==> config.mk <==
export PLATFORM = sky130hd
export DESIGN_NAME = vdc_mul
export DESIGN_NICKNAME = d
export VERILOG_FILES = /design/src/design/vdc_mul.sv
export SDC_FILE = /design/constraint.sdc
export NUM_CORES = 2
export LEC_CHECK = 0
export ABC_AREA = 1
export BUFFER_PORTS_ARGS = -buffer_cell sky130_fd_sc_hd__buf_2
export CAP_MARGIN = 20
export CORE_ASPECT_RATIO = 1.4
export CORE_MARGIN = 3
export CORE_UTILIZATION = 60
export CTS_CLUSTER_SIZE = 16
export DETAILED_ROUTE_END_ITERATION = 8
export GPL_TIMING_DRIVEN = 0
export PLACE_DENSITY = 0.85
export SYNTH_ARGS = -nofsm -noshare
export SYNTH_HDL_FRONTEND = slang
export SYNTH_SLANG_ARGS = --single-unit
==> constraint.sdc <==
create_clock -name clk -period 11.25 [get_ports clk]
set_input_delay 1.6875 -clock clk [delete_from_list [all_inputs] [get_ports clk]]
set_output_delay 1.6875 -clock clk [all_outputs]
set_load 0.02 [all_outputs]
==> src/design/vdc_mul.sv <==
module vdc_mul (
  input  logic               clk,
  input  logic signed [32:0] a,
  input  logic signed [32:0] b,
  output logic signed [65:0] prod
);

  // Registered signed multiply; the product appears in the cycle after the operands.
  always_ff @(posedge clk) begin
    prod <= a * b;
  end

endmodule

======== After elaboration in Yosys (flattened, before gate mapping) ========
Index checks and enable logic that the tools add are counted.
storage, ports and cells
  input port bits ......................... 67
  output and inout port bits .............. 66
  word-level logic and storage cells ...... 2
  register bits after elaboration ......... 66
cells by class
  $mul .................................... 1
operators with widths
  kind                          number
  multiplier 33 x 33 -> 66 bit  1

======== Longest topological paths before layout ========
  depth after elaboration ................. 1
  depth in mapped cells ................... 34
  gate-level depth less buffers ........... 32

======== Least setup slack after synthesis ========
No wires, ideal clock.
  path kind ............................... input port to flip-flop
  start ................................... input port a[32]
  end ..................................... register prod[60]
  setup slack ............................. 2.807 ns
  cell stages on the path ................. 23
  arrival ................................. 8.331 ns
  data required time ...................... 11.137 ns
  setup time .............................. 0.113 ns
  path buffers ............................ 2
  cell sequence ........................... clkbuf_1 -> clkbuf_1 -> nand2_1 -> inv_1 -> fa_1 -> fa_1 -> fa_1 -> fa_1 -> inv_1 -> fa_1 -> fa_1 -> fa_1 -> fa_1 -> inv_1 -> ha_1 -> nand2_1 -> nor2_1 -> inv_1 -> nor3_1 -> nand2_1 -> and2_0 -> nand4_1 -> nand2_1
on the way
  cells in the longest elaborated chain, start to end .. 1
ends and longest elaborated chain
  element                       line  source
  start, declared               3     input logic signed [32:0] a,
  multiplier 33 x 33 -> 66 bit  10    prod <= a * b;
  end signal, assigned          10
  end, declared                 5     output logic signed [65:0] prod
No other way between the ends.

======== Final worst setup path ========
  start ................................... input port a[32]
  end ..................................... register prod[64]
The elaborated chain is that of the path after synthesis.

==> metrics <==
status=finished, final reports clean; Post-synth top flop=dfxtp_1; Final Hold Fails=0; Tmin final=10.60 ns; Clock Path Buffers=2; setup TNS=0 ns; Worst EP required=11.49 ns; Die Y=around 320 µm; row count=115; vias in the first global route=40300; Layout Nets=7100; Post-synth ARST share=0%; synthesized flop and latch total=66; Placer Congestion=1.12; CTS tree=yes; Hold Buf Count CTS=0; register area share after synthesis=3.06%; clk sink count=66; DRT Wirelength=193 mm; DRT Pass-1 Iters=7; Post-DP HPWL=between 150 and 200 mm; Initial Util=61.0%; number of antenna violations at the first check in global routing=21; port buffer count=67; first-pass GRT wire length=between 200 and 300 mm; Area Overhead vs Synth=6.04%; total CTS buffers=9; Final Setup Violations=0; Post-Layout Cell Count=roughly 6600; # IOs=approximately 130; Post-Syn Area=0.0432 mm²; Largest regs=prod x66; Yosys warnings=0; filler cell count in the final layout=approximately 6300; Avg Inst Size Synth=7.79 µm²; Util after Layout=about two thirds; CP endpoint kind=flop; Hold/Removal Path Class=primary input to flop; Startpoint Class=primary input; FMAX=94.3 MHz; RSZ-0062 raised after global routing=false; Gate Count Post-Synth=5543; Via Count=~38000; clk root buf=clkbuf_16; vias per cell=5.73; max-cap violation count=0; synth unique cells=35; Period Utilization, post-route=between 90% and 100%; Placed Cells=6563; H-tree level count=3; largest net degree at the start of global routing=20; GRT busiest layer=met2; Post-CTS Setup Inserts=0; die area=0.0753 mm²; initial DRC count=4780; Synth Net Count=around 7000; final antenna-violating net count=0; crit-path max FO=17; post-CTS sizing=0; M2 GR Usage=78.3%; proportion of layout cells with a drive suffix above 1=3.44%; Largest Register=prod; met3 Use GR=23.9%; Avg WL per Cell=about 29 µm; Die Wd=233 µm; Tightest Pin Transition=1.36 ns; gr usage total=between 50% and 60%; clock-pin slew on the worst setup and hold paths=0.06 ns; Slew Limit Fails=0; GRT met1 Usage=a little under three fifths; max reg flops=66; total gr overflow=0; Arrival @ worst endpoint=10.83 ns; Rel. slew slack=9.31%; CORE AREA=0.0708 mm²; kind of critical path=primary input to flop; Residual DRC=0; Post-synth EDFFs=0
-- critical path: stages --
cell      delay [ns]
clkbuf_1        0.28
clkbuf_1        0.74
nand2_1         0.20
inv_1           0.18
fa_1            0.50
fa_1            0.63
fa_1            0.84
fa_1            1.43
fa_1            0.60
fa_1            0.54
fa_1            0.56
inv_1           0.07
fa_1            0.73
inv_1           0.09
ha_1            0.39
nand2_1         0.16
inv_1           0.05
a21boi_0        0.31
nand2_1         0.13
nand2_1         0.08
nand2_1         0.04
a21oi_1         0.32
nand2_1         0.09
nand2_1         0.07
nand2_1         0.04
-- layout by cell type (no fill, tap or decap), drive strengths merged, types with 37 or more instances in the layout --
master / Yosys / final
xor2: 37 / 37
nand3: 78 / 78
inv: 1895 / 1897
buf: 1 / 118
ha: 217 / 217
dfxtp: 66 / 66
clkbuf: 262 / 271
nand2: 1534 / 1534
a21oi: 65 / 65
fa: 1145 / 1145
nor2: 154 / 154
-- cells in the mapped netlist, types with 2 or more instances --
master    instances  area, µm²
or2_2             5       31.3
nand3_2           8       80.1
o21ai_1           3       15.0
nand4_1          19        119
nand2_1        1517       5690
inv_1          1894       7110
nor3_1            7       35.0
clkbuf_1        262        983
dfxtp_1          66       1320
nor4_1            4       25.0
o21bai_1         14        105
a21oi_1          61        305
a21o_1            2       15.0
nor2_2           20        125
nor2_1          131        492
nand3b_1          3       22.5
ha_1            217       2720
xor2_1           37        324
o21ai_0          19       95.1
and2_1            2       12.5
nor2_4            3       33.8
nand2_2          17        106
xnor2_1           4       35.0
nand3_1          70        350
fa_1           1145      22900
a21oi_2           4       35.0
-- cell type report --
type | instances | area (µm²) | share of cell area [%]
sequential | 66 | 1320 | 2.89
clock buffer | 9 | 225 | 0.492
inverter | 1895 | 7110 | 15.5
buffer | 263 | 988 | 2.16
antenna | 11 | 27.5 | 0.0601
timing repair buffer | 117 | 1100 | 2.41
clock inverter | 7 | 76.3 | 0.167
multi-input combinational | 3319 | 33800 | 73.7
tap | 936 | 1170 | 2.56
-- metrics by stage --
step / area (µm²) / hold slack (ns) / setup slack [ns]
5_1_grt: 45800 / 1.82 / 0.418
4_1_cts: 45300 / 1.85 / 1.00
2_1_floorplan: 43200 / 1.95 / 2.81
3_5_place_dp: 45000 / 2.10 / 0.670
3_3_place_gp: 44700 / 2.10 / 0.632
6_report: 45800 / 1.85 / 0.651
-- routing by layer --
layer | share of wire, % | vias up | wire, µm
li1 | - | 15300 | -
met1 | 30 | 18600 | 58000
met4 | 13 | 10 | 25700
met2 | 43 | 2947 | 82000
met3 | 14 | 1145 | 27000
met5 | 0.059 | - | 114
-- worst paths after layout --
| kind | from | end | cells after the start |
|---|---|---|---|
| worst max-delay path | a[32] | prod[64] | 25 |
| worst min-delay path | a[0] | prod[0] | 3 |
-- logic make-up (layout without fill, tap and decap cells) --
group	after synthesis	after routing	synth area share, %
xor gates and xnor gates	41	41	0.832
and+or+nand+nor	1810	1810	16.6
adders and majority gates	1362	1362	59.4
AOI/OAI and AO/OA	106	106	1.38
DFF	66	66	3.06
buffers and inverters	2158	2291	18.8
other	0	11	0
Power is not shown: default switching activity piles up to over one toggle a cycle in this logic, so the estimate is an artifact.
