[src/design/vdc_pkg.sv]
package vdc_pkg;

  // Default table sizes.
  localparam int MAX_PARTICLES_DEF = 256;
  localparam int MAX_LINKS_DEF     = 512;

  // Iterative unit: one result bit per step.
  localparam int ITER_STEPS = 32;
  localparam int ITER_CW    = $clog2(ITER_STEPS);

  // Configuration register reset values.
  localparam logic signed [31:0] GRAVITY_RST = 32'sd32768;
  localparam logic [15:0]        DAMPING_RST = 16'd64881;
  localparam logic signed [31:0] FLOOR_RST   = 32'sd39321600;
  localparam logic [3:0]         PASSES_RST  = 4'd5;

  localparam logic signed [34:0] SAT_MAX = 35'sd2147483647;
  localparam logic signed [34:0] SAT_MIN = -35'sd2147483648;

  typedef enum logic [2:0] {
    KIND_ADD_PARTICLE = 3'd0,
    KIND_ADD_LINK     = 3'd1,
    KIND_TOGGLE_FIXED = 3'd2,
    KIND_SET_POSITION = 3'd3,
    KIND_CLEAR        = 3'd4,
    KIND_STEP         = 3'd5,
    KIND_READ_PART    = 3'd6,
    KIND_READ_LINK    = 3'd7
  } kind_t;

  typedef enum logic [1:0] {
    ST_OK        = 2'd0,
    ST_FULL      = 2'd1,
    ST_BAD_INDEX = 2'd2
  } status_t;

  typedef enum logic [1:0] {
    REG_GRAVITY = 2'd0,
    REG_DAMPING = 2'd1,
    REG_FLOOR   = 2'd2,
    REG_PASSES  = 2'd3
  } reg_idx_t;

  typedef enum logic [4:0] {
    S_IDLE, S_DECODE, S_AL1, S_AL2, S_AL3, S_TG1, S_RP1, S_RL1,
    S_INT0, S_INT1, S_INT2, S_INT3,
    S_RLX0, S_RLX1, S_RLX2, S_RLX3, S_RLX4, S_RLX5, S_RLX6, S_RLX7,
    S_RLX8, S_RLX9, S_RLX10,
    S_LEN0, S_LEN1, S_LEN2, S_LEN3,
    S_FL0, S_FL1, S_RESP
  } state_t;

  // Control of the shared root / divide unit.
  typedef struct packed {
    logic start;
    logic sqrt_op;
  } iter_ctl_t;

  function automatic logic signed [34:0] sext35(input logic signed [31:0] v);
    return {{3{v[31]}}, v};
  endfunction

  function automatic logic signed [34:0] sext35w(input logic signed [32:0] v);
    return {{2{v[32]}}, v};
  endfunction

  function automatic logic signed [31:0] sat32(input logic signed [34:0] v);
    logic signed [31:0] r;
    if (v > SAT_MAX) r = 32'sh7FFFFFFF;
    else if (v < SAT_MIN) r = 32'sh80000000;
    else r = v[31:0];
    return r;
  endfunction

  // Saturated b - a.
  function automatic logic signed [31:0] sdiff(input logic signed [31:0] a,
                                               input logic signed [31:0] b);
    return sat32(sext35(b) - sext35(a));
  endfunction

  function automatic logic [31:0] mag32(input logic signed [31:0] v);
    logic [31:0] r;
    r = v[31] ? 32'(-v) : 32'(v);
    return r;
  endfunction

endpackage

[src/design/vdc_iter.sv]
module vdc_iter import vdc_pkg::*; (
  input  logic        clk,
  input  logic        rst,
  input  iter_ctl_t   ctl,
  input  logic [63:0] operand,
  input  logic [32:0] divisor,
  output logic        done,
  output logic [31:0] result
);

  logic               busy;
  logic [ITER_CW-1:0] cnt;
  logic               sqrt_r;
  logic [63:0]        src;
  logic [35:0]        rem;
  logic [31:0]        acc;
  logic [32:0]        div_r;
  logic [35:0]        rem_sh;
  logic [35:0]        trial;
  logic               ge;

  // One digit step: square root takes two operand bits, division one.
  always_comb begin
    rem_sh = sqrt_r ? {rem[33:0], src[63:62]} : {rem[34:0], src[63]};
    trial  = sqrt_r ? {2'b00, acc, 2'b01} : {3'b000, div_r};
    ge     = (rem_sh >= trial);
  end

  // Step counter and completion pulse.
  always_ff @(posedge clk) begin
    if (rst) begin
      busy <= 1'b0;
      done <= 1'b0;
      cnt  <= '0;
    end else begin
      done <= 1'b0;
      if (ctl.start) begin
        busy <= 1'b1;
        cnt  <= '0;
      end else if (busy) begin
        cnt <= cnt + 1'b1;
        if (cnt == ITER_CW'(ITER_STEPS - 1)) begin
          busy <= 1'b0;
          done <= 1'b1;
        end
      end
    end
  end

  // Datapath. The divide starts with the high word as remainder, since
  // the quotient is known to fit in 32 bits.
  always_ff @(posedge clk) begin
    if (ctl.start) begin
      sqrt_r <= ctl.sqrt_op;
      src    <= ctl.sqrt_op ? operand : {operand[31:0], 32'd0};
      rem    <= ctl.sqrt_op ? 36'd0 : {4'd0, operand[63:32]};
      acc    <= '0;
      div_r  <= divisor;
    end else if (busy) begin
      src <= sqrt_r ? {src[61:0], 2'b00} : {src[62:0], 1'b0};
      rem <= ge ? (rem_sh - trial) : rem_sh;
      acc <= {acc[30:0], ge};
    end
  end

  assign result = acc;

endmodule

[config.mk]
export PLATFORM = sky130hd
export DESIGN_NAME = vdc_iter
export DESIGN_NICKNAME = d
export VERILOG_FILES = /design/src/design/vdc_pkg.sv /design/src/design/vdc_iter.sv
export SDC_FILE = /design/constraint.sdc
export NUM_CORES = 1
export LEC_CHECK = 0
export BUFFER_PORTS_ARGS = -buffer_cell sky130_fd_sc_hd__buf_2
export CORE_ASPECT_RATIO = 0.9
export CORE_MARGIN = 4
export CORE_UTILIZATION = 55
export DETAILED_ROUTE_END_ITERATION = 6
export PLACE_DENSITY = 0.76
export SLEW_MARGIN = 20
export SYNTH_ARGS = -nofsm -noshare
export SYNTH_HDL_FRONTEND = slang
export SYNTH_SLANG_ARGS = --single-unit
[constraint.sdc]
create_clock -name clk -period 11.3 [get_ports clk]
set_input_delay 0.565 -clock clk [delete_from_list [all_inputs] [get_ports clk]]
set_output_delay 0.565 -clock clk [all_outputs]
set_load 0.1 [all_outputs]
## Yosys cells after proc, flatten, opt, wreduce, memory -nomap -nowiden

Index checks and enable logic that the tools add are counted.

- Bits in registers: 172
- Output and inout bits: 33
- Word-level logic and storage cells: 30

- $add $sub $neg: 2
- Magnitude comparators: 1
- Eq/ne operators: 1
- Multiplexer cells: 14
- Bitwise operators: 1
- Reductions and logical operators: 3

Operator list:

| kind | count |
|---|---|
| 64-bit two-way mux | 4 |
| 35-bit two-way mux | 3 |
| 36-bit by 34-bit >= comparator with 1-bit output | 1 |
| 36-bit two-way mux | 1 |
| 35-bit by 34-bit subtractor with 35-bit output | 1 |
| 34-bit two-way mux | 1 |
| 32-bit two-way mux | 1 |
| 5-bit by 1-bit adder with 5-bit output, second input constant | 1 |
| 5-bit equality test, second input constant | 1 |
| 1-bit two-way mux | 4 |
| 3-bit OR reduction | 1 |
| 2-bit nonzero test | 1 |
| 2-bit OR reduction | 1 |
| 1-bit inverter | 1 |

## Logic depth before layout (Yosys ltp)

Gate-level depths: netlist of the first run.

- Depth in word-level cells: 5
- Depth in mapped cells: 16

## Worst setup path after synthesis of the first run

No wires, ideal clock.

- Path kind: register to register
- Start point: register sqrt_r
- End point: register rem[26] (data pin)
- Arrival time: 4.175 ns
- Setup slack: 6.864 ns
- Stages on the path, launching flop included: 16
- Cells stage by stage: edfxtp_1 clkbuf_1 clkbuf_1 buf_2 buf_1 mux2i_1 ha_1 and3_1 a221oi_2 a311o_1 a41oi_1 o21ai_1 and2_4 buf_6 nor2_2 a221o_1

- Longest elaborated chain between the ends: 5
- Elaborated cells between the ends (all ways): 7
- Those cells by class: add/sub: 1; order compare: 1; mux: 5

Ends and longest elaborated chain:

| element | line | RTL |
|---|---|---|
| start: declaration | vdc_iter.sv:13 | `logic sqrt_r;` |
| start signal: assignment | vdc_iter.sv:54 | `sqrt_r <= ctl.sqrt_op;` |
| 36-bit two-way mux / 34-bit two-way mux (equally long branches) | vdc_iter.sv:24, vdc_iter.sv:25 |  |
| 35-bit by 34-bit subtractor with 35-bit output / 36-bit by 34-bit >= comparator with 1-bit output (equally long branches) | vdc_iter.sv:61, vdc_iter.sv:26 |  |
| 35-bit two-way mux * | vdc_iter.sv:61 | `rem <= ge ? (rem_sh - trial) : rem_sh;` |
| 35-bit two-way mux * | vdc_iter.sv:59 | `end else if (busy) begin` |
| 35-bit two-way mux * | vdc_iter.sv:53 | `if (ctl.start) begin` |
| end signal: assignment | vdc_iter.sv:56 | `rem <= ctl.sqrt_op ? 36'd0 : {4'd0, operand[63:32]};` |
| end signal: assignment | vdc_iter.sv:61 |  |
| end: declaration | vdc_iter.sv:15 | `logic [35:0] rem;` |

Every way passes the cells marked *; elsewhere a longest branch is shown, timed or not. The select of a mux whose other input is x is not followed.
A chain may end at the register's enable or synchronous reset.

## Worst setup path after layout of the first run

- Start point: register sqrt_r
- End point: register rem[24] (data pin)

The elaborated chain is that of the path after synthesis.

==> results of run 1 <==
-- kinds of logic (layout without fill, tap and decap cells) --
group | Yosys count | count (layout) | synth area share
mux | 179 | 179 | 0.1743
xor+xnor | 29 | 29 | 0.02415
simple gates | 253 | 253 | 0.1166
flops | 172 | 172 | 0.4540
fa+ha+maj | 37 | 37 | 0.04474
compound gates | 263 | 263 | 0.1524
buf+inv | 85 | 186 | 0.03379
-- critical path, delay by kind of cell, from the launching register on --
| kind | cells | cell delay [ps] |
|---|---|---|
| mux | 1 | 450 |
| compound gates | 5 | 1350 |
| flops | 1 | 350 |
| fa+ha+maj | 1 | 470 |
| simple gates | 3 | 1230 |
| buf+inv | 2 | 1110 |
-- final cells by class --
| cell class | count | area share |
|---|---|---|
| multi-input combinational | 761 | 0.4543 |
| sequential | 172 | 0.4026 |
| timing repair buffer | 142 | 0.06400 |
| clock buffer | 17 | 0.03585 |
| tap | 245 | 0.02583 |
| clock inverter | 15 | 0.01360 |
| inverter | 12 | 0.003795 |
-- metal layers --
layer  GRT usage  share of wire
met4     0.04414          0.011
met3     0.04743          0.069
met1      0.3268           0.42
met5           0              0
met2      0.3937           0.50
-- worst min path at each step --
stage / startpoint / endpoint / slack [ps] / cells after the start
3_3_place_gp: cnt[4]$_SDFFE_PP0P_ / cnt[4]$_SDFFE_PP0P_ / 490 / 2
6_report: rst / busy$_SDFF_PP0_ / 310 / 2
5_1_grt: divisor[14] / div_r[14]$_DFFE_PP_ / 290 / 1
2_1_floorplan: cnt[4]$_SDFFE_PP0P_ / cnt[4]$_SDFFE_PP0P_ / 470 / 2
3_5_place_dp: cnt[4]$_SDFFE_PP0P_ / cnt[4]$_SDFFE_PP0P_ / 490 / 2
4_1_cts: rst / busy$_SDFF_PP0_ / 290 / 2
-- registers in the layout (all words and copies together), names as in the netlist --
register	cells
done	1
rem	35
src	64
div_r	33
sqrt_r	1
result	32
cnt	5
busy	1
-- power by group --
group	switching (W)	internal [W]
sequential	0.0000561	0.000815
combinational	0.000713	0.000506
clock	0.000265	0.000330
total	0.00103	0.00165
-- cell usage after synthesis, types with 11 or more instances --
cell / count
sky130_fd_sc_hd__inv_1: 12
sky130_fd_sc_hd__ha_1: 36
sky130_fd_sc_hd__buf_2: 11
sky130_fd_sc_hd__a21oi_1: 104
sky130_fd_sc_hd__mux2i_1: 146
sky130_fd_sc_hd__clkbuf_1: 49
sky130_fd_sc_hd__a211oi_1: 34
sky130_fd_sc_hd__edfxtp_1: 133
sky130_fd_sc_hd__a21o_1: 17
sky130_fd_sc_hd__xnor2_1: 21
sky130_fd_sc_hd__o21ai_0: 65
sky130_fd_sc_hd__nand4_1: 13
sky130_fd_sc_hd__mux2_2: 33
sky130_fd_sc_hd__nor2_1: 67
sky130_fd_sc_hd__nand2_1: 80
sky130_fd_sc_hd__dfxtp_1: 39
sky130_fd_sc_hd__nor2b_1: 35
-- cell usage in the layout, fill, tap and decap left out, drive strengths merged, types with 4 or more instances in the layout --
master  netlist  final
a211oi       34     34
a21o         17     17
a21oi       104    104
a31oi         7      7
and2          4      4
and3          6      6
and4          5      5
buf          24    142
clkbuf       49     17
clkinv        0      4
dfxtp        39     39
edfxtp      133    133
ha           36     36
inv          12     18
mux2         33     33
mux2i       146    146
nand2        81     81
nand2b        8      8
nand3         8      8
nand4        13     13
nor2         68     68
nor2b        35     35
nor3          8      8
nor4          4      4
o211ai        4      4
o21ai        67     67
o31ai         6      6
or2           4      4
xnor2        21     21
xor2          8      8
-- metrics by stage --
| step | hold slack, ps | setup slack (ps) |
|---|---|---|
| after floorplan | 467.5 | 6864 |
| final | 305.2 | 6137 |
| after detailed placement | 493.7 | 6179 |
| after global routing | 287.5 | 5793 |
| after CTS | 290.0 | 6171 |
| after global placement | 486.0 | 6327 |
==> results_tabular.tex, run 1 <==
\begin{tabular}{lr}
\hline
Metric & Value \\
\hline
\multicolumn{2}{l}{\textbf{Placement}} \\
Final weighted congestion in routability-driven placement & 0.9180 \\
Placed insts & 1331 \\
Area of placed instances & 11250 µm² \\
Total half-perimeter wirelength after legalization and detailed placement & 18.07 mm \\
Count of input and output buffers & 133 \\
\multicolumn{2}{l}{\textbf{Detailed routing}} \\
DRC violation count after routing & 0 \\
DR pass1 iterations & 5 \\
Antenna viol nets, final & 0 \\
Iter 0 DRT Violations & 649 \\
Ratio of routed vias to standard cells & 6.010 \\
Total Routed Length & 25.68 mm \\
Routed length per placed instance & 18.83 µm \\
Vias after detailed routing & 8197 \\
\multicolumn{2}{l}{\textbf{Layout}} \\
Core Util, Final & 0.6386 \\
Layout cells sized above 1 & 0.1948 \\
Area growth from synthesis to final layout & 12.85\% \\
Area taken by flip-flops and latches & 4778 µm² \\
Final Non-Filler Cells & 1364 \\
Area occupied by multi-input gates & 5391 µm² \\
Antenna Cells & 0 \\
Net count reported at finish & 1244 \\
Final std cell area, no fill & 11870 µm² \\
Fillers & 1516 \\
\multicolumn{2}{l}{\textbf{Yosys}} \\
Fraction of synthesized cell area taken by the top area cell type & 0.3798 \\
Synth async-reset ratio & 0 \\
Predominant post-synthesis flop cell & sky130\_fd\_sc\_hd\_\_edfxtp\_1 \\
Cells taking the most area after synthesis & sky130\_fd\_sc\_hd\_\_edfxtp\_1, sky130\_fd\_sc\_hd\_\_mux2i\_1, sky130\_fd\_sc\_hd\_\_dfxtp\_1 \\
Syn\_area\_per\_cell & 10.33 µm² \\
Number of warnings printed during yosys synthesis & 0 \\
Number of distinct library cells after synthesis & 61 \\
Post-synthesis sequential area ratio & 0.4540 \\
Number of register bits inferred by synthesis & 172 \\
Number of enable flip-flop cells after synthesis & 133 \\
Nets in the synthesized netlist & 1156 \\
Cell type contributing the most total cell area after synthesis & sky130\_fd\_sc\_hd\_\_edfxtp\_1 \\
Synthesized netlist cell count & 1018 \\
Synthesized cell area & 10520 µm² \\
\multicolumn{2}{l}{\textbf{Setup path}} \\
Critical-path cell list & buf\_4 -> buf\_4 -> mux2\_2 -> fa\_1 -> a21o\_1 -> a221oi\_2 -> a311o\_1 -> a41oi\_1 -> o21ai\_1 -> nand2\_2 -> and4\_1 -> nor3\_1 \\
Critical Path End Type & register \\
Crit path arrival time & 5430 ps \\
Endpoint of the worst setup timing path & rem[24]\$\_DFFE\_PP\_ \\
Most common cell on crit path & sky130\_fd\_sc\_hd\_\_buf\_4 \\
End of the worst register-to-register path & rem[24]\$\_DFFE\_PP\_ \\
Data required time at the worst endpoint & 11570 ps \\
Startpoint type of the worst setup path & register \\
R2r worst-path depth & 12 \\
CP max-delay cell & sky130\_fd\_sc\_hd\_\_buf\_4 \\
Critical Path Max Stage Delay & 620 ps \\
Critical path fanouts, max & 50 \\
Critical Path Start & sqrt\_r\$\_DFFE\_PP\_ \\
RR Startpoint & sqrt\_r\$\_DFFE\_PP\_ \\
Register-to-register setup slack & 6140 ps \\
Kind of critical path & reg2reg \\
\multicolumn{2}{l}{\textbf{STA}} \\
Max transition margin & 0.2529 \\
Number of endpoints with negative hold slack in the final report & 0 \\
RSZ-0062 raised after global routing & no \\
Number of max-slew violations in the final report & 0 \\
Slew at the pin closest to its max-slew limit & 1121 ps \\
Final period utilization & 0.4569 \\
Setup total negative slack & 0 ps \\
Count of endpoints failing setup in the final report & 0 \\
Post-layout minimum cycle time & 5163 ps \\
Clock Skews & 9.462 ps \\
Highest clock frequency the design can meet & 193.7 MHz \\
\multicolumn{2}{l}{\textbf{CTS}} \\
Clock slew at the register clock pins of the worst setup and hold paths & 70 ps \\
Number of CTS-inserted buffers & 17 \\
Maximum level of the CTS H-tree & 4 \\
Clock Tree Buf Depth & 2 \\
Worst skew pair latency & 430 ps \\
CTS tree & done \\
Total of cells resized after clock tree synthesis & 0 \\
Number of buffers inserted by post-CTS setup repair & 0 \\
Clock root buffer & sky130\_fd\_sc\_hd\_\_clkbuf\_16 \\
Cts-stage hold buffer count & 0 \\
Clock sink count & 172 \\
\multicolumn{2}{l}{\textbf{Die}} \\
Placement row count & 47 \\
Full die area & 21400 µm² \\
Initial cell density of the core & 0.5659 \\
Chip Width & 153.8 µm \\
Area of the core & 18580 µm² \\
Die boundary height & 139.2 µm \\
\# IOs & 134 \\
\multicolumn{2}{l}{\textbf{Flow run}} \\
Max-Cap Viols & 0 \\
\multicolumn{2}{l}{\textbf{Power and ir drop}} \\
Leak & 4.912 nW \\
Peak supply drop & 0.0001288 V \\
Post-layout power & 0.002684 W \\
Pwr Density & 226.2 nW/µm² \\
\multicolumn{2}{l}{\textbf{Status}} \\
Result of the run & complete, no violations \\
\multicolumn{2}{l}{\textbf{Worst hold path}} \\
Class of the most critical hold timing path & in2reg \\
\multicolumn{2}{l}{\textbf{Global route}} \\
Maximum number of pins on one net before global-route repair & 84 \\
Wire length of the first global-routing pass & 41.17 mm \\
Number of antenna violations at the first check in global routing & 0 \\
Overall global routing resource usage & 0.2368 \\
Vias in the first global route & 7881 \\
Grt ovf & 0 \\
\hline
\end{tabular}
No activity file was read; power rests on OpenSTA's default activity.
==> inputs of run 2 (changes only) <==
--- a/config.mk
+++ b/config.mk
@@ -8,9 +8,9 @@
 export BUFFER_PORTS_ARGS = -buffer_cell sky130_fd_sc_hd__buf_2
 export CORE_ASPECT_RATIO = 0.9
 export CORE_MARGIN = 4
-export CORE_UTILIZATION = 55
+export CORE_UTILIZATION = 53
 export DETAILED_ROUTE_END_ITERATION = 6
-export PLACE_DENSITY = 0.76
+export PLACE_DENSITY = 0.77
 export SLEW_MARGIN = 20
 export SYNTH_ARGS = -nofsm -noshare
 export SYNTH_HDL_FRONTEND = slang
==> constraint.sdc (replaced) <==
create_clock -name clk -period 4.7 [get_ports clk]
set_input_delay 0.235 -clock clk [delete_from_list [all_inputs] [get_ports clk]]
set_output_delay 0.235 -clock clk [all_outputs]
set_load 0.1 [all_outputs]
==> run 2 against run 1 <==
Against the previous run:
- global-route usage shrank 0.37 points
- fmax increased by 27%
- flip-flop and latch count stayed put
- sequential power up 140%
- clock skew increased by 2.4 ps
- setup slack worse by 5500 ps
- cell count rose by 3.2%
- utilization fell by 0.59 points
- critical path type unchanged
- largest power group unchanged
==> results_tabular.tex, run 2 (synthesized netlist as in run 1, its figures left out) <==
\begin{tabular}{lr}
\hline
Metric & Value \\
\hline
\multicolumn{2}{l}{\textbf{CTS}} \\
Clock root buffer & sky130\_fd\_sc\_hd\_\_clkbuf\_16 \\
Maximum level of the CTS H-tree & 4 \\
Clock sink count & 172 \\
Number of CTS-inserted buffers & 17 \\
Clock slew at the register clock pins of the worst setup and hold paths & 70 ps \\
Clock Tree Buf Depth & 2 \\
CTS tree & done \\
Worst skew pair latency & 430 ps \\
Total of cells resized after clock tree synthesis & 0 \\
\multicolumn{2}{l}{\textbf{Setup path}} \\
Critical path fanouts, max & 26 \\
Critical Path Start & sqrt\_r\$\_DFFE\_PP\_ \\
RR Startpoint & sqrt\_r\$\_DFFE\_PP\_ \\
Critical Path Max Stage Delay & 460 ps \\
Kind of critical path & reg2reg \\
Data required time at the worst endpoint & 4880 ps \\
CP max-delay cell & sky130\_fd\_sc\_hd\_\_fa\_1 \\
Critical-path cell list & buf\_4 -> mux2\_2 -> fa\_1 -> a21o\_1 -> a221oi\_2 -> a311o\_1 -> a41oi\_1 -> o21ai\_1 -> nand2\_2 -> buf\_12 -> o31ai\_1 -> nor3\_1 \\
Startpoint type of the worst setup path & register \\
Crit path arrival time & 4240 ps \\
Critical Path End Type & register \\
\multicolumn{2}{l}{\textbf{Worst hold path}} \\
Worst min-delay path startpoint & operand[18] \\
Class of the most critical hold timing path & in2reg \\
\multicolumn{2}{l}{\textbf{Power and ir drop}} \\
Leak & 5.074 nW \\
Int Power & 0.003992 W \\
Net switching power & 0.002527 W \\
Peak supply drop & 0.0002820 V \\
Part of the power in registers & 0.320 \\
Switching Fraction & 0.3876 \\
Pwr Density & 532.7 nW/µm² \\
Portion of total power attributed to combinational logic & 0.468 \\
Clock power frac & 0.211 \\
\multicolumn{2}{l}{\textbf{Global route}} \\
Wire length of the first global-routing pass & 41.30 mm \\
M1 GR Usage & 0.3167 \\
Maximum number of pins on one net before global-route repair & 159 \\
Grt ovf & 0 \\
Vias in the first global route & 8031 \\
Most Crowded Layer GR & met2 \\
Met2 demand-to-capacity share in global routing & 0.3936 \\
Overall global routing resource usage & 0.2332 \\
Global routing met3 resource utilization & 0.04026 \\
Number of antenna violations at the first check in global routing & 0 \\
\multicolumn{2}{l}{\textbf{Die}} \\
\# IOs & 134 \\
Full die area & 22160 µm² \\
Chip Width & 156.5 µm \\
Die boundary height & 141.6 µm \\
Area of the core & 19340 µm² \\
Initial cell density of the core & 0.5438 \\
Placement row count & 48 \\
\multicolumn{2}{l}{\textbf{STA}} \\
Final period utilization & 0.8651 \\
Post-layout minimum cycle time & 4066 ps \\
Highest clock frequency the design can meet & 246.0 MHz \\
Number of max-slew violations in the final report & 0 \\
Max transition margin & 0.2837 \\
Count of endpoints failing setup in the final report & 0 \\
Number of endpoints with negative hold slack in the final report & 0 \\
Slew at the pin closest to its max-slew limit & 1073 ps \\
Worst slack on hold paths & 102.8 ps \\
RSZ-0062 raised after global routing & no \\
Setup total negative slack & 0 ps \\
Clock Skews & 11.90 ps \\
\multicolumn{2}{l}{\textbf{Detailed routing}} \\
Ratio of routed vias to standard cells & 5.937 \\
DRC violation count after routing & 0 \\
Vias after detailed routing & 8353 \\
DR pass1 iterations & 5 \\
Total Routed Length & 26.27 mm \\
Antenna viol nets, final & 0 \\
Routed length per placed instance & 18.67 µm \\
Iter 0 DRT Violations & 656 \\
\multicolumn{2}{l}{\textbf{Layout}} \\
Number of flip-flops under the largest register name & 64 \\
Antenna Cells & 0 \\
Top library cells by usage in the layout, fill and taps aside & sky130\_fd\_sc\_hd\_\_mux2i\_1, sky130\_fd\_sc\_hd\_\_edfxtp\_1, sky130\_fd\_sc\_hd\_\_buf\_2, sky130\_fd\_sc\_hd\_\_a21oi\_1, sky130\_fd\_sc\_hd\_\_nand2\_1 \\
Layout cells sized above 1 & 0.1884 \\
Register containing the most flip-flops in the final layout & src \\
Area growth from synthesis to final layout & 16.36\% \\
Most frequent standard cell in the layout excluding fill and tap cells & sky130\_fd\_sc\_hd\_\_mux2i\_1 \\
Fillers & 1615 \\
Net count reported at finish & 1283 \\
Area taken by flip-flops and latches & 4776 µm² \\
Area occupied by multi-input gates & 5391 µm² \\
Largest registers in the final layout & src: 64 flops, rem: 35 flops, div\_r: 33 flops \\
\multicolumn{2}{l}{\textbf{Placement}} \\
Final weighted congestion in routability-driven placement & 0.9578 \\
Total half-perimeter wirelength after legalization and detailed placement & 18.61 mm \\
Count of input and output buffers & 133 \\
\multicolumn{2}{l}{\textbf{Flow run}} \\
Max-Cap Viols & 0 \\
\multicolumn{2}{l}{\textbf{Status}} \\
Result of the run & complete, no violations \\
\hline
\end{tabular}
run 2: layout make-up:
| cell class | count | share of cell area |
|---|---|---|
| clock buffer | 19 | 0.03538 |
| clock inverter | 12 | 0.01012 |
| inverter | 12 | 0.003681 |
| multi-input combinational | 761 | 0.4406 |
| sequential | 172 | 0.3903 |
| tap | 250 | 0.02556 |
| timing repair buffer | 181 | 0.09438 |
run 2: worst max-delay path, delay by kind of cell (launching register included):
family | cells | cell delay [ps]
AO/OA/AOI/OAI | 6 | 1620
adder cells (fa/ha/maj) | 1 | 460
buffers and inverters | 2 | 530
flip-flops | 1 | 440
multiplexers | 1 | 410
AND/OR/NAND/NOR | 2 | 340
run 2: final timing paths:
| path | to | slack, ps | depth (start not counted) |
|---|---|---|---|
| max | rem[29]$_DFFE_PP_ | 630 | 12 |
| min | src[18]$_DFFE_PP_ | 100 | 3 |
| max reg2reg | rem[29]$_DFFE_PP_ | 630 | 12 |
| min reg2reg | cnt[3]$_SDFFE_PP0P_ | 510 | 2 |
run 2: metal layers:
layer,vias to the layer above,part of all wire
met5,-,0
met4,0,0.015
met3,32,0.058
met2,283,0.49
met1,3978,0.44
li1,4060,-
run 2: power by group through the flow:
stage | logic [W] | clock network, W | registers (W)
after floorplan | 0.00227 | 0 | 0.00208
after global placement | 0.00295 | 0 | 0.00211
after detailed placement | 0.00298 | 0 | 0.00211
after CTS | 0.00302 | 0.00139 | 0.00208
after global routing | 0.00332 | 0.00147 | 0.00211
final | 0.00305 | 0.00138 | 0.00209
run 2: per-stage QoR:
stage                     cells  worst slack, ps  instance area [µm²]  utilization  power, W
after floorplan            1018            263.9                10520            -  0.004346
after global placement     1342            796.8                11340       0.5864  0.005056
after detailed placement   1342            708.4                11340       0.5864  0.005091
after CTS                  1407            698.1                12240       0.6328  0.006495
after global routing       1407            364.3                12240       0.6328  0.006891
final                      1407            634.2                12240       0.6328  0.006519
run 2: timing repair:
action                    in CTS  in global routing
buffers inserted               0                  0
hold endpoints to repair      34                  0
hold buffers                  34                  0
==> inputs of run 3 (changes only) <==
--- a/config.mk
+++ b/config.mk
@@ -7,10 +7,8 @@
 export LEC_CHECK = 0
 export BUFFER_PORTS_ARGS = -buffer_cell sky130_fd_sc_hd__buf_2
 export CORE_ASPECT_RATIO = 0.9
-export CORE_MARGIN = 4
-export CORE_UTILIZATION = 53
+export CORE_UTILIZATION = 30
 export DETAILED_ROUTE_END_ITERATION = 6
-export PLACE_DENSITY = 0.77
 export SLEW_MARGIN = 20
 export SYNTH_ARGS = -nofsm -noshare
 export SYNTH_HDL_FRONTEND = slang
==> run 3 against run 2 <==
Against the previous run:
- fmax down 4.8%
- hold slack got worse by 17 ps
- via count decreased by 2.3%
- die area increased by 62%
- non-clock buffer count down 1
- largest power group unchanged
- highest routed layer unchanged
==> results_tabular.tex, run 3 (synthesized netlist as in run 1, its figures left out) <==
\begin{tabular}{lr}
\hline
Metric & Value \\
\hline
\multicolumn{2}{l}{\textbf{Status}} \\
Result of the run & complete, no violations \\
\multicolumn{2}{l}{\textbf{STA}} \\
Clock Skews & 12.85 ps \\
RSZ-0062 raised after global routing & no \\
Slew at the pin closest to its max-slew limit & 1046 ps \\
Setup total negative slack & 0 ps \\
Final period utilization & 0.9086 \\
Max transition margin & 0.3030 \\
Number of endpoints with negative hold slack in the final report & 0 \\
Number of max-slew violations in the final report & 0 \\
Post-layout minimum cycle time & 4271 ps \\
Worst slack on hold paths & 85.52 ps \\
Count of endpoints failing setup in the final report & 0 \\
Highest clock frequency the design can meet & 234.2 MHz \\
\multicolumn{2}{l}{\textbf{Placement}} \\
Final weighted congestion in routability-driven placement & 0.8647 \\
Total half-perimeter wirelength after legalization and detailed placement & 21.15 mm \\
Area of placed instances & 11600 µm² \\
Placed insts & 1553 \\
Count of input and output buffers & 133 \\
\multicolumn{2}{l}{\textbf{Global route}} \\
Overall global routing resource usage & 0.1645 \\
Wire length of the first global-routing pass & 45.65 mm \\
M1 GR Usage & 0.2185 \\
Met2 demand-to-capacity share in global routing & 0.2743 \\
Maximum number of pins on one net before global-route repair & 143 \\
Global routing met3 resource utilization & 0.02683 \\
Number of antenna violations at the first check in global routing & 0 \\
Most Crowded Layer GR & met2 \\
Vias in the first global route & 8151 \\
Grt ovf & 0 \\
\multicolumn{2}{l}{\textbf{CTS}} \\
Number of CTS-inserted buffers & 17 \\
Cts-stage hold buffer count & 34 \\
Worst skew pair latency & 440 ps \\
Number of buffers inserted by post-CTS setup repair & 0 \\
Total of cells resized after clock tree synthesis & 0 \\
Clock slew at the register clock pins of the worst setup and hold paths & 80 ps \\
Maximum level of the CTS H-tree & 4 \\
Clock Tree Buf Depth & 2 \\
Clock root buffer & sky130\_fd\_sc\_hd\_\_clkbuf\_16 \\
CTS tree & done \\
Clock sink count & 172 \\
\multicolumn{2}{l}{\textbf{Layout}} \\
Largest registers in the final layout & src: 64 flops, rem: 35 flops, div\_r: 33 flops \\
Final std cell area, no fill & 12470 µm² \\
Most frequent standard cell in the layout excluding fill and tap cells & sky130\_fd\_sc\_hd\_\_mux2i\_1 \\
Antenna Cells & 0 \\
Register containing the most flip-flops in the final layout & src \\
Top library cells by usage in the layout, fill and taps aside & sky130\_fd\_sc\_hd\_\_mux2i\_1, sky130\_fd\_sc\_hd\_\_edfxtp\_1, sky130\_fd\_sc\_hd\_\_buf\_2, sky130\_fd\_sc\_hd\_\_a21oi\_1, sky130\_fd\_sc\_hd\_\_nand2\_1 \\
Number of flip-flops under the largest register name & 64 \\
Layout cells sized above 1 & 0.1912 \\
Final Non-Filler Cells & 1618 \\
Net count reported at finish & 1282 \\
Area growth from synthesis to final layout & 18.62\% \\
Fillers & 3534 \\
\multicolumn{2}{l}{\textbf{Setup path}} \\
Data required time at the worst endpoint & 4890 ps \\
Kind of critical path & reg2reg \\
Critical path fanouts, max & 21 \\
Critical Path End Type & register \\
Critical-path cell list & buf\_4 -> mux2\_2 -> ha\_1 -> a211oi\_1 -> nor2\_1 -> o311ai\_0 -> a41oi\_1 -> o21ai\_1 -> and2\_4 -> nor2\_2 -> a221o\_1 \\
Crit path arrival time & 4460 ps \\
Count of buffer and inverter cells on the critical path & 1 \\
Startpoint type of the worst setup path & register \\
Critical Path Max Stage Delay & 580 ps \\
CP max-delay cell & sky130\_fd\_sc\_hd\_\_o311ai\_0 \\
Kind of cell adding the most delay to the critical path & compound AO/OA/AOI/OAI gates \\
\multicolumn{2}{l}{\textbf{Detailed routing}} \\
Total Routed Length & 28.92 mm \\
Routed length per placed instance & 17.87 µm \\
DRC violation count after routing & 0 \\
Iter 0 DRT Violations & 534 \\
Vias after detailed routing & 8163 \\
Ratio of routed vias to standard cells & 5.045 \\
DR pass1 iterations & 5 \\
Antenna viol nets, final & 0 \\
\multicolumn{2}{l}{\textbf{Worst hold path}} \\
Class of the most critical hold timing path & in2reg \\
\multicolumn{2}{l}{\textbf{Power and ir drop}} \\
Pwr Density & 519.4 nW/µm² \\
Peak supply drop & 0.0003190 V \\
Leak & 5.069 nW \\
\multicolumn{2}{l}{\textbf{Die}} \\
Die boundary height & 179.6 µm \\
Chip Width & 199.4 µm \\
Area of the core & 34270 µm² \\
Initial cell density of the core & 0.3068 \\
\# IOs & 134 \\
Full die area & 35810 µm² \\
Placement row count & 64 \\
\multicolumn{2}{l}{\textbf{Flow run}} \\
Max-Cap Viols & 0 \\
\hline
\end{tabular}
## run 3: changes by cell type in the layout (fill, tap and decap cells not counted), moves of 2 or more
cell / before / now
sky130_fd_sc_hd__inv_6: 1 / 5
sky130_fd_sc_hd__inv_8: 0 / 2
sky130_fd_sc_hd__bufinv_16: 2 / 0
sky130_fd_sc_hd__clkinv_1: 3 / 0
## run 3: tightest hold or removal path, stage by stage
cell	delay (ps)
sky130_fd_sc_hd__buf_2	90
sky130_fd_sc_hd__nand2_1	40
sky130_fd_sc_hd__o21ai_0	60
## run 3: where the power goes
part           total, W  internal [W]  switching [W]
logic           0.00304       0.00126        0.00178
registers       0.00209       0.00196       0.000130
clock network   0.00135      0.000689       0.000662
## run 3: layout make-up
type | instances | area, µm² | share of cell area
multi-input combinational | 761 | 5391 | 0.4322
sequential | 172 | 4776 | 0.3828
timing repair buffer | 180 | 1147 | 0.09198
tap | 462 | 578.1 | 0.04634
clock buffer | 18 | 429.2 | 0.03440
clock inverter | 13 | 107.6 | 0.008626
inverter | 12 | 45.04 | 0.003611
## run 3: worst paths after layout
kind / startpoint / end / slack (ps) / cells past startpoint
worst max-delay path: sqrt_r$_DFFE_PP_ / rem[26]$_DFFE_PP_ / 430 / 11
worst min-delay path: operand[8] / src[8]$_DFFE_PP_ / 90 / 3
worst max register to register: sqrt_r$_DFFE_PP_ / rem[26]$_DFFE_PP_ / 430 / 11
worst min register to register: cnt[4]$_SDFFE_PP0P_ / cnt[4]$_SDFFE_PP0P_ / 510 / 2
## run 3: metal layers
metal,share of wire,wire length (µm),vias to the layer above
li1,-,-,4061
met1,0.46,13420,3916
met2,0.49,14040,159
met3,0.035,1007,27
met4,0.016,456,0
met5,0,0,-
## run 3: metrics by stage
stage	setup WS [ps]	utilization	total power [W]
floorplan	263.9	-	0.004346
global placement	573.1	0.3384	0.005116
detailed placement	485.3	0.3384	0.005114
CTS	458.8	0.3640	0.006508
global route	170.8	0.3640	0.006899
finish	429.4	0.3640	0.006479
